## src/sv/bc1pi_pkg.sv

```systemverilog
`timescale 1ns / 1ps
// ----------------------------------------------------------------------------
// bc1pi_pkg
// Shared codes, weights, types and helpers of the BC1 palette interpolator.
// ----------------------------------------------------------------------------
package bc1pi_pkg;

  // blend arithmetic selection
  localparam logic [1:0] BLEND_EXACT     = 2'd0;
  localparam logic [1:0] BLEND_EXACT_RND = 2'd1;
  localparam logic [1:0] BLEND_VENDOR_A  = 2'd2;
  localparam logic [1:0] BLEND_VENDOR_B  = 2'd3;

  localparam logic [7:0] ALPHA_OPAQUE = 8'hFF;

  // first vendor weights on raw 5-bit channels and on 8-bit green
  localparam logic [10:0] VA_THIRD_W5 = 11'd22;
  localparam logic [10:0] VA_HALF_W5  = 11'd33;
  localparam logic signed [17:0] VA_THIRD_WG = 18'sd80;
  localparam logic signed [17:0] VA_HALF_WG  = 18'sd128;
  localparam logic signed [17:0] VA_ROUND    = 18'sd128;

  // second vendor weights
  localparam logic [14:0] VB_WA    = 15'd43;
  localparam logic [14:0] VB_WB    = 15'd21;
  localparam logic [14:0] VB_ROUND = 15'd32;

  typedef struct packed {
    logic        three_color;
    logic [31:0] entry3;
    logic [31:0] entry2;
    logic [31:0] entry1;
    logic [31:0] entry0;
  } palette_t;

  function automatic logic [7:0] widen5(input logic [4:0] v);
    return {v, v[4:2]};
  endfunction

  function automatic logic [7:0] widen6(input logic [5:0] v);
    return {v, v[5:4]};
  endfunction

  // floor(x/3) for x up to 766 by reciprocal multiply
  function automatic logic [7:0] div3(input logic [9:0] x);
    logic [20:0] p;
    p = 21'(x) * 21'd683;
    return p[18:11];
  endfunction

endpackage

```

## src/sv/bc1_palette_interpolator_top.sv

```systemverilog
`timescale 1ns / 1ps
// ----------------------------------------------------------------------------
// bc1_palette_interpolator_top
// BC1 color palette decoder: two RGB565 endpoints in, four RGBA8 entries out.
// ----------------------------------------------------------------------------
// Accepts one endpoint pair per clock unless the output stalls. The item sits
// in an input register, the palette logic (constant multiplies and a
// reciprocal divide by three) runs in one pass on it, and the palette is then
// captured in an output register and held there until taken. Sustained rate
// is one item per cycle; a stalled output backs up through the input register
// to in_tready. blend_mode is written through the cfg port and applies to the
// item in the input register but not to one already in the output register,
// so write it only while no item is in flight.
module bc1_palette_interpolator_top
  import bc1pi_pkg::*;
(
  input  logic         clk,
  input  logic         rst_n,
  input  logic         in_tvalid,
  output logic         in_tready,
  input  logic [31:0]  in_tdata,   // low_endpoint[15:0], high_endpoint[31:16]
  input  logic         in_tuser,   // allow_three_color[0]
  output logic         out_tvalid,
  input  logic         out_tready,
  output logic [127:0] out_tdata,  // palette_entry_zero[31:0], _one[63:32],
                                   // _two[95:64], _three[127:96]
  output logic         out_tuser,  // three_color_used[0]
  input  logic         cfg_valid,
  output logic         cfg_ready,
  input  logic [1:0]   cfg_data
);

  logic [1:0]  blend_mode_r;
  logic        in_valid_r;
  logic [15:0] low_r, high_r;
  logic        allow_r;
  logic        out_valid_r;
  palette_t    result_r;
  palette_t    palette;
  logic        out_adv;

  assign cfg_ready = 1'b1;

  always_ff @(posedge clk) begin
    if (!rst_n) begin
      blend_mode_r <= BLEND_EXACT;
    end else if (cfg_valid && cfg_ready) begin
      blend_mode_r <= cfg_data;
    end
  end

  assign out_adv   = !out_valid_r || out_tready;
  assign in_tready = !in_valid_r || out_adv;

  always_ff @(posedge clk) begin
    if (!rst_n) begin
      in_valid_r  <= 1'b0;
      out_valid_r <= 1'b0;
    end else begin
      if (in_tready) begin
        in_valid_r <= in_tvalid;
      end
      if (out_adv) begin
        out_valid_r <= in_valid_r;
      end
    end
  end

  // payload: hold while stalled
  always_ff @(posedge clk) begin
    if (in_tready) begin
      low_r   <= in_tdata[15:0];
      high_r  <= in_tdata[31:16];
      allow_r <= in_tuser;
    end
    if (out_adv) begin
      result_r <= palette;
    end
  end

  bc1pi_palette u_palette (
    .blend_mode        (blend_mode_r),
    .low_endpoint      (low_r),
    .high_endpoint     (high_r),
    .allow_three_color (allow_r),
    .palette           (palette)
  );

  assign out_tvalid = out_valid_r;
  assign out_tdata  = {result_r.entry3, result_r.entry2, result_r.entry1, result_r.entry0};
  assign out_tuser  = result_r.three_color;

endmodule

```

## src/sv/bc1pi_entry_blend.sv

```systemverilog
`timescale 1ns / 1ps
// ----------------------------------------------------------------------------
// bc1pi_entry_blend
// One blended palette entry from a source endpoint towards a target endpoint.
// ----------------------------------------------------------------------------
module bc1pi_entry_blend
  import bc1pi_pkg::*;
(
  input  logic [1:0]  blend_mode,
  input  logic [15:0] src,
  input  logic [15:0] dst,
  input  logic        half,
  output logic [31:0] entry
);

  logic [4:0] sr5, sb5, dr5, db5;
  logic [5:0] sg6, dg6;
  logic [7:0] r8, g8, b8;

  // 8-bit channel blend for the exact and second vendor modes
  function automatic logic [7:0] mix8(input logic [1:0] m, input logic [7:0] a,
                                      input logic [7:0] b, input logic h);
    logic [9:0]  tri_sum;
    logic [8:0]  pair_sum;
    logic [14:0] wsum;
    logic [7:0]  res;
    tri_sum  = {1'b0, a, 1'b0} + {2'b00, b};
    pair_sum = {1'b0, a} + {1'b0, b};
    wsum     = 15'(a) * VB_WA + 15'(b) * VB_WB + VB_ROUND;
    if (h) begin
      if (m == BLEND_VENDOR_B) begin
        res = 8'((pair_sum + 9'd1) >> 1);
      end else begin
        res = pair_sum[8:1];
      end
    end else begin
      case (m)
        BLEND_EXACT_RND: res = div3(tri_sum + 10'd1);
        BLEND_VENDOR_B:  res = wsum[13:6];
        default:         res = div3(tri_sum);
      endcase
    end
    return res;
  endfunction

  // first vendor red/blue on raw 5-bit values
  function automatic logic [7:0] vend5(input logic [4:0] a, input logic [4:0] b,
                                       input logic h);
    logic [10:0] p;
    if (h) begin
      p = 11'({1'b0, a} + {1'b0, b}) * VA_HALF_W5;
    end else begin
      p = 11'({1'b0, a, 1'b0} + {2'b00, b}) * VA_THIRD_W5;
    end
    return p[10:3];
  endfunction

  // first vendor green; quarter of the difference truncates toward zero
  function automatic logic [7:0] vendg(input logic [7:0] a, input logic [7:0] b,
                                       input logic h);
    logic signed [9:0]  d;
    logic signed [9:0]  dq;
    logic signed [17:0] w;
    logic signed [17:0] s;
    d  = $signed({2'b00, b}) - $signed({2'b00, a});
    dq = (d + (d[9] ? 10'sd3 : 10'sd0)) >>> 2;
    w  = h ? VA_HALF_WG : VA_THIRD_WG;
    s  = $signed({2'b00, a, 8'h00}) + 18'(dq) + VA_ROUND + 18'(d) * w;
    return s[17] ? 8'd0 : s[15:8];
  endfunction

  assign sr5 = src[15:11];
  assign sg6 = src[10:5];
  assign sb5 = src[4:0];
  assign dr5 = dst[15:11];
  assign dg6 = dst[10:5];
  assign db5 = dst[4:0];

  always_comb begin
    if (blend_mode == BLEND_VENDOR_A) begin
      r8 = vend5(sr5, dr5, half);
      g8 = vendg(widen6(sg6), widen6(dg6), half);
      b8 = vend5(sb5, db5, half);
    end else begin
      r8 = mix8(blend_mode, widen5(sr5), widen5(dr5), half);
      g8 = mix8(blend_mode, widen6(sg6), widen6(dg6), half);
      b8 = mix8(blend_mode, widen5(sb5), widen5(db5), half);
    end
  end

  assign entry = {ALPHA_OPAQUE, b8, g8, r8};

endmodule

```

## src/sv/bc1pi_palette.sv

```systemverilog
`timescale 1ns / 1ps
// ----------------------------------------------------------------------------
// bc1pi_palette
// Full four-entry palette and mode choice from one endpoint pair.
// ----------------------------------------------------------------------------
module bc1pi_palette
  import bc1pi_pkg::*;
(
  input  logic [1:0]  blend_mode,
  input  logic [15:0] low_endpoint,
  input  logic [15:0] high_endpoint,
  input  logic        allow_three_color,
  output palette_t    palette
);

  logic        three;
  logic [31:0] blend_two;
  logic [31:0] blend_three;

  assign three = allow_three_color && (high_endpoint >= low_endpoint);

  bc1pi_entry_blend u_blend_two (
    .blend_mode (blend_mode),
    .src        (low_endpoint),
    .dst        (high_endpoint),
    .half       (three),
    .entry      (blend_two)
  );

  bc1pi_entry_blend u_blend_three (
    .blend_mode (blend_mode),
    .src        (high_endpoint),
    .dst        (low_endpoint),
    .half       (1'b0),
    .entry      (blend_three)
  );

  assign palette.entry0 = {ALPHA_OPAQUE, widen5(low_endpoint[4:0]),
                           widen6(low_endpoint[10:5]), widen5(low_endpoint[15:11])};
  assign palette.entry1 = {ALPHA_OPAQUE, widen5(high_endpoint[4:0]),
                           widen6(high_endpoint[10:5]), widen5(high_endpoint[15:11])};
  assign palette.entry2 = blend_two;
  // transparent black in three-color mode
  assign palette.entry3 = three ? 32'd0 : blend_three;
  assign palette.three_color = three;

endmodule

```

## config.mk

```make
export PLATFORM = sky130hd
export DESIGN_NAME = bc1_palette_interpolator_top
export DESIGN_NICKNAME = d
export VERILOG_FILES = /design/src/sv/bc1pi_pkg.sv /design/src/sv/bc1_palette_interpolator_top.sv /design/src/sv/bc1pi_entry_blend.sv /design/src/sv/bc1pi_palette.sv
export SDC_FILE = /design/constraint.sdc
export NUM_CORES = 2
export LEC_CHECK = 0
export ABC_AREA = 1
export BUFFER_PORTS_ARGS = -buffer_cell sky130_fd_sc_hd__buf_2
export CORE_MARGIN = 4
export CORE_UTILIZATION = 35
export DETAILED_ROUTE_END_ITERATION = 8
export PLACE_DENSITY_LB_ADDON = 0.05
export SLEW_MARGIN = 20
export SYNTH_ARGS = -nofsm -noshare
export SYNTH_HDL_FRONTEND = slang
export SYNTH_HIERARCHICAL = 1
export SYNTH_SLANG_ARGS = --single-unit
```

## constraint.sdc

```tcl
create_clock -name clk -period 20.4 [get_ports clk]
set_input_delay 3.06 -clock clk [delete_from_list [all_inputs] [get_ports clk]]
set_output_delay 3.06 -clock clk [all_outputs]
set_load 0.01 [all_outputs]
```

After elaboration in Yosys (flattened, before gate mapping)
Cells that the tools add are included.
Storage, ports and cells
  register bits: 142
  output and inout bits: 132
  logic and storage cells: 125
Operators by class
  add/subtract/negate cells: 46
  $mul: 32
  $lt $le $gt $ge: 1
  equal/unequal tests: 3
  muxes and demuxes: 26
  reductions and logical operators: 5
Operators with widths (number)
  multiplier 10 x 10 -> 19 bit (second input constant): 12
  2-to-1 mux 8 bit: 15
  case mux 8 bit (2 select lines): 6
  adder 14 x 13 -> 14 bit: 6
  adder 14 x 6 -> 14 bit (second input constant): 6
  multiplier 8 x 6 -> 14 bit (second input constant): 6
  multiplier 8 x 5 -> 13 bit (second input constant): 6
  adder 10 x 1 -> 10 bit (second input constant): 6
  adder 9 x 8 -> 10 bit: 6
  multiplier 7 x 4 -> 10 bit (second input constant): 4
  adder 17 x 8 -> 18 bit: 2
  adder 18 x 9 -> 18 bit (second input constant): 2
  2-to-1 mux 32 bit: 1
  adder 6 x 5 -> 7 bit: 4
  adder 8 x 8 -> 9 bit: 3
  adder 9 x 1 -> 9 bit (second input constant): 3
  multiplier 6 x 6 -> 11 bit (second input constant): 2
  2-to-1 mux 11 bit: 2
  adder 9 x 3 -> 10 bit: 2
  adder 18 x 17 -> 18 bit: 1
  adder 18 bit: 1
  multiplier 9 x 9 -> 18 bit: 1
  subtractor 8 x 8 -> 9 bit: 2
  greater-or-equal comparator 16 bit: 1
  other kinds (8): 13

Logic depth before layout (Yosys ltp)
  depth after elaboration: 9
  mapped depth: 37

Hierarchy
The synthesis kept the hierarchy.
Modules (own cells, without submodules)
  bc1pi_entry_blend at u_palette.u_blend_two: instances 1, cells an instance 3006, area each 22624.2 µm²
  bc1pi_entry_blend at u_palette.u_blend_three: instances 1, cells an instance 3008, area each 22547.9 µm²
  bc1_palette_interpolator_top: instances 1, cells an instance 183, area each 5023.6 µm²
  bc1pi_palette: instances 1, cells an instance 208, area each 1310.0 µm²

Least setup slack after synthesis
Ideal clock, no wire load.
  path kind: reg2reg
  from: reg low_r[3]
  to: reg result_r (netlist bit out_tdata[113]), data pin
  library setup time: 0.267 ns
  arrival time: 6.463 ns
  data required time: 20.133 ns
  setup slack: 13.670 ns
  cell stages (with the launch flop): 32
  buffers on the path: 0
  period minus slack after synthesis: 6.730 ns
  path through: edfxtp_1 -> ha_1 -> fa_1 -> ha_1 -> nand2_1 -> nor2_1 -> nand3_4 -> nor2_4 -> xor2_1 -> ha_1 -> ha_1 -> inv_1 -> fa_1 -> inv_1 -> fa_1 -> inv_1 -> fa_1 -> inv_1 -> ha_1 -> a21o_1 -> nor2_1 -> o21ai_0 -> a21o_1 -> nand3_1 -> nand2_1 -> or2_2 -> nand3_1 -> nand4_1 -> nand2_1 -> nand2_1 -> inv_1 -> a21oi_1
On the way
  longest elaborated chain between the ends: 5
  elaborated cells between the ends (all ways): 13
  those cells by class: add/sub (5); mul (4); order compare (1); mux (2); reduce/logical (1)
Ends and longest elaborated chain
  start: declaration: RTL line bc1_palette_interpolator_top.sv:35  | logic [15:0] low_r, high_r;
  start signal: assignment: RTL line bc1_palette_interpolator_top.sv:72  | low_r <= in_tdata[15:0];
  multiplier 8 x 5 -> 13 bit or adder 9 x 8 -> 10 bit (tied branches): RTL line bc1pi_entry_blend.sv:29, bc1pi_entry_blend.sv:27
  adder 14 x 13 -> 14 bit or adder 10 x 1 -> 10 bit (tied branches): RTL line bc1pi_entry_blend.sv:29, bc1pi_entry_blend.sv:38
  adder 14 x 6 -> 14 bit or multiplier 10 x 10 -> 19 bit (tied branches): RTL line bc1pi_entry_blend.sv:29, bc1pi_pkg.sv:47
  case mux 8 bit (2 select lines): RTL line bc1pi_entry_blend.sv:37  | case (m)
  2-to-1 mux 8 bit (*): RTL line bc1pi_entry_blend.sv:80  | if (blend_mode == BLEND_VENDOR_A) begin
  via u_palette.blend_three[17]: RTL line bc1pi_palette.sv:18  | logic [31:0] blend_three;
  end signal: assignment: RTL line bc1_palette_interpolator_top.sv:77  | result_r <= palette;
  end: declaration: RTL line bc1_palette_interpolator_top.sv:38  | palette_t result_r;
Mark *: on every way through the listed nets, which the timed path passes. The rest lies on a longest branch.
A chain may end at the register's enable or synchronous reset.

Worst setup path after layout
  from: reg low_r[3]
  to: reg result_r (netlist bit out_tdata[112]), data pin
On the way
  longest elaborated chain between the ends: 5
  elaborated cells between the ends (all ways): 11
  those cells by class: add/sub (4); mul (3); order compare (1); mux (2); reduce/logical (1)
Ends and longest elaborated chain (RTL line)
  multiplier 8 x 5 -> 13 bit or adder 9 x 8 -> 10 bit (tied branches): bc1pi_entry_blend.sv:29, bc1pi_entry_blend.sv:27
  adder 14 x 13 -> 14 bit or adder 10 x 1 -> 10 bit (tied branches): bc1pi_entry_blend.sv:29, bc1pi_entry_blend.sv:38
  adder 14 x 6 -> 14 bit or multiplier 10 x 10 -> 19 bit (tied branches): bc1pi_entry_blend.sv:29, bc1pi_pkg.sv:47
  case mux 8 bit (2 select lines) (*): bc1pi_entry_blend.sv:37
  2-to-1 mux 8 bit (*): bc1pi_entry_blend.sv:80
  via u_palette.blend_three[16]: bc1pi_palette.sv:18
Marked as above.

==> qor.txt <==
Syn Inst Count = 6,405
Critical-path top delay cell = fa_1
Initial Util = 0.353
hold depth = 0
relative slew slack = 0.304
RSZ-0062 raised after global routing = false
Worst R2R Start = low_r[3]
CP max FO = 18
Final setup viols = 0
GRT Overall Usage = 0.195
dpl cells = 8,408
initial antenna violation count = 6
Routability Congestion = 0.865
Vias = 40.7k
clock sink total = 166
routed length per instance = 17.5 um
Slew @ Worst Pin = 1.04 ns
largest net degree at the start of global routing = 61
Die ar. = 153,000 sq um
H-tree Lvls = 4
Boundary Pins = 172
GRT overflow = 0
Final Cell Area = 54,800 sq um
Hold Path Class = reg2reg
post-CTS setup buffer count = 0
layout cells sized above 1 = 0.0602
Worst Path Arrival = 7.58 ns
CTS tree = yes
total core area = 146,000 sq um
Hold EP = out_tdata[3]
Detail Route Antenna Nets = 0
DRC Markers = 0
flops & latches, synth = 166
terminus of the critical flop-to-flop path = out_tdata[112]
Final TNS setup = 0 ns
Setup CP Type = reg2reg
Post-CTS Hold Buffers = 0
Synth top area share = 0.294
Die W = 392 um
Syn-to-layout area delta = 6.39%
Synth cell types = 67
Yosys top cell by area = ha_1
drt initial violations = 1,788
Critical Path Max Stage Delay = 0.66 ns
number of vias per cell = 4.82
Root Driver = clkbuf_16
Worst Path Buf+Inv = 6
final WL = 148,000 um
top post-synthesis cells by count = inv_1, ha_1, nand2_1, fa_1, a21oi_1
type of origin of the critical path = register
FF-to-FF path depth = 33
worst hold path startpoint = low_r[11]
top-count cell post-synth = inv_1
DP Area = 54,200 sq um
Layout Nets = 8,239
total CTS buffers = 17
Max Root-Sink Buffers = 2
max-capacitance violation count = 0
first-pass GRT wire length = 236,000 um
Vert. Die Dim = 392 um
Worst Clk Skew = 0.0348 ns
Detailed Place HPWL = 126,000 um
Post-Layout Cell Count = 8,442
Tmin final = 7.34 ns
Critical Path Sink Type = register
EDFF count, synth = 162
Max Freq = 136 MHz
Post-synth ARST share = 0
yosys warns = 6
top cells by area, synth = ha_1, fa_1, inv_1, edfxtp_1, nand2_1
final hold viol count = 0
clk slew on worst S/H paths = 0.11 ns
vias in the first global route = 41.9k
Detailed Routing Iterations Pass 1 = 8
Port Buf Inserts = 170
# rows = 140
Synth Cell Area = 51,500 sq um
Seq/Total Area, Yosys = 0.0960
top cell family by delay on the critical path = adder cells
Final period util = 0.360
status = finished clean
syn avg cell area = 8.04 sq um
r2r setup slk = 13.06 ns
Final Core Density = 0.376
max-slew violations = 0
Worst EP required = 20.65 ns
clock insertion delay at the later pin of the skew report = 0.54 ns
ys flop type = edfxtp_1
post_cts resized = 0
layer usage:
metal,track usage,share of wire,vias up
li1,-,-,20981
met1,0.273,0.49,19164
met2,0.333,0.47,481
met3,0.0153,0.024,60
met4,0.0330,0.013,0
met5,0,0,-
sequential cells by signal, summed over array words and instances, names as in the netlist:
register	count
out_tdata	128
allow_r	1
high_r	16
blend_mode_r	2
in_valid_r	1
out_tvalid	1
out_tuser	1
low_r	16
cell families after synthesis:
group / synth area share
flops: 0.0960
buf+inv: 0.119
compound gates: 0.101
simple gates: 0.160
other cells: 0.000364
xor+xnor: 0.0441
fa+ha+maj: 0.480
area by class of cell:
class / count / area (sq um)
diodes: 2 / 5.00
multi-input cells: 4751 / 40600
clock inverters: 14 / 158
fillers: 15422 / 91100
inverters: 1357 / 5090
repair buffers: 217 / 1200
flip-flops and latches: 166 / 4950
well taps: 1917 / 2400
clock buffers: 18 / 429
how the worst max path moves through the flow:
stage,to,cells past startpoint,slack [ns],startpoint
after floorplan,out_tdata[113],31,13.67,low_r[3]
after global placement,out_tdata[112],33,13.11,low_r[3]
after detailed placement,out_tdata[112],33,13.01,low_r[3]
after CTS,out_tdata[112],33,13.00,low_r[3]
after global routing,out_tdata[112],33,12.56,low_r[3]
final,out_tdata[112],33,13.06,low_r[3]
cell usage in the layout, fill, tap and decap left out, types with 34 or more instances in the layout:
cell,count
ha_1,1211
xnor2_1,79
nand3_1,325
a21oi_1,412
buf_2,170
conb_1,34
nor2_1,302
buf_4,47
edfxtp_1,162
o21ai_0,233
o21bai_1,55
inv_1,1338
nand2_1,1017
xor2_1,161
fa_1,478
nand4_1,76
metrics by stage:
step | worst slack, ns | hold slack (ns)
6_report | 13.06 | 0.439
5_1_grt | 12.56 | 0.464
4_1_cts | 13.00 | 0.454
3_5_place_dp | 13.01 | 0.459
3_3_place_gp | 13.11 | 0.436
2_1_floorplan | 13.67 | 0.439
Power is left out: the tool's default activity adds up to more than one toggle a clock period on the data nets, which glitch-free logic cannot reach.
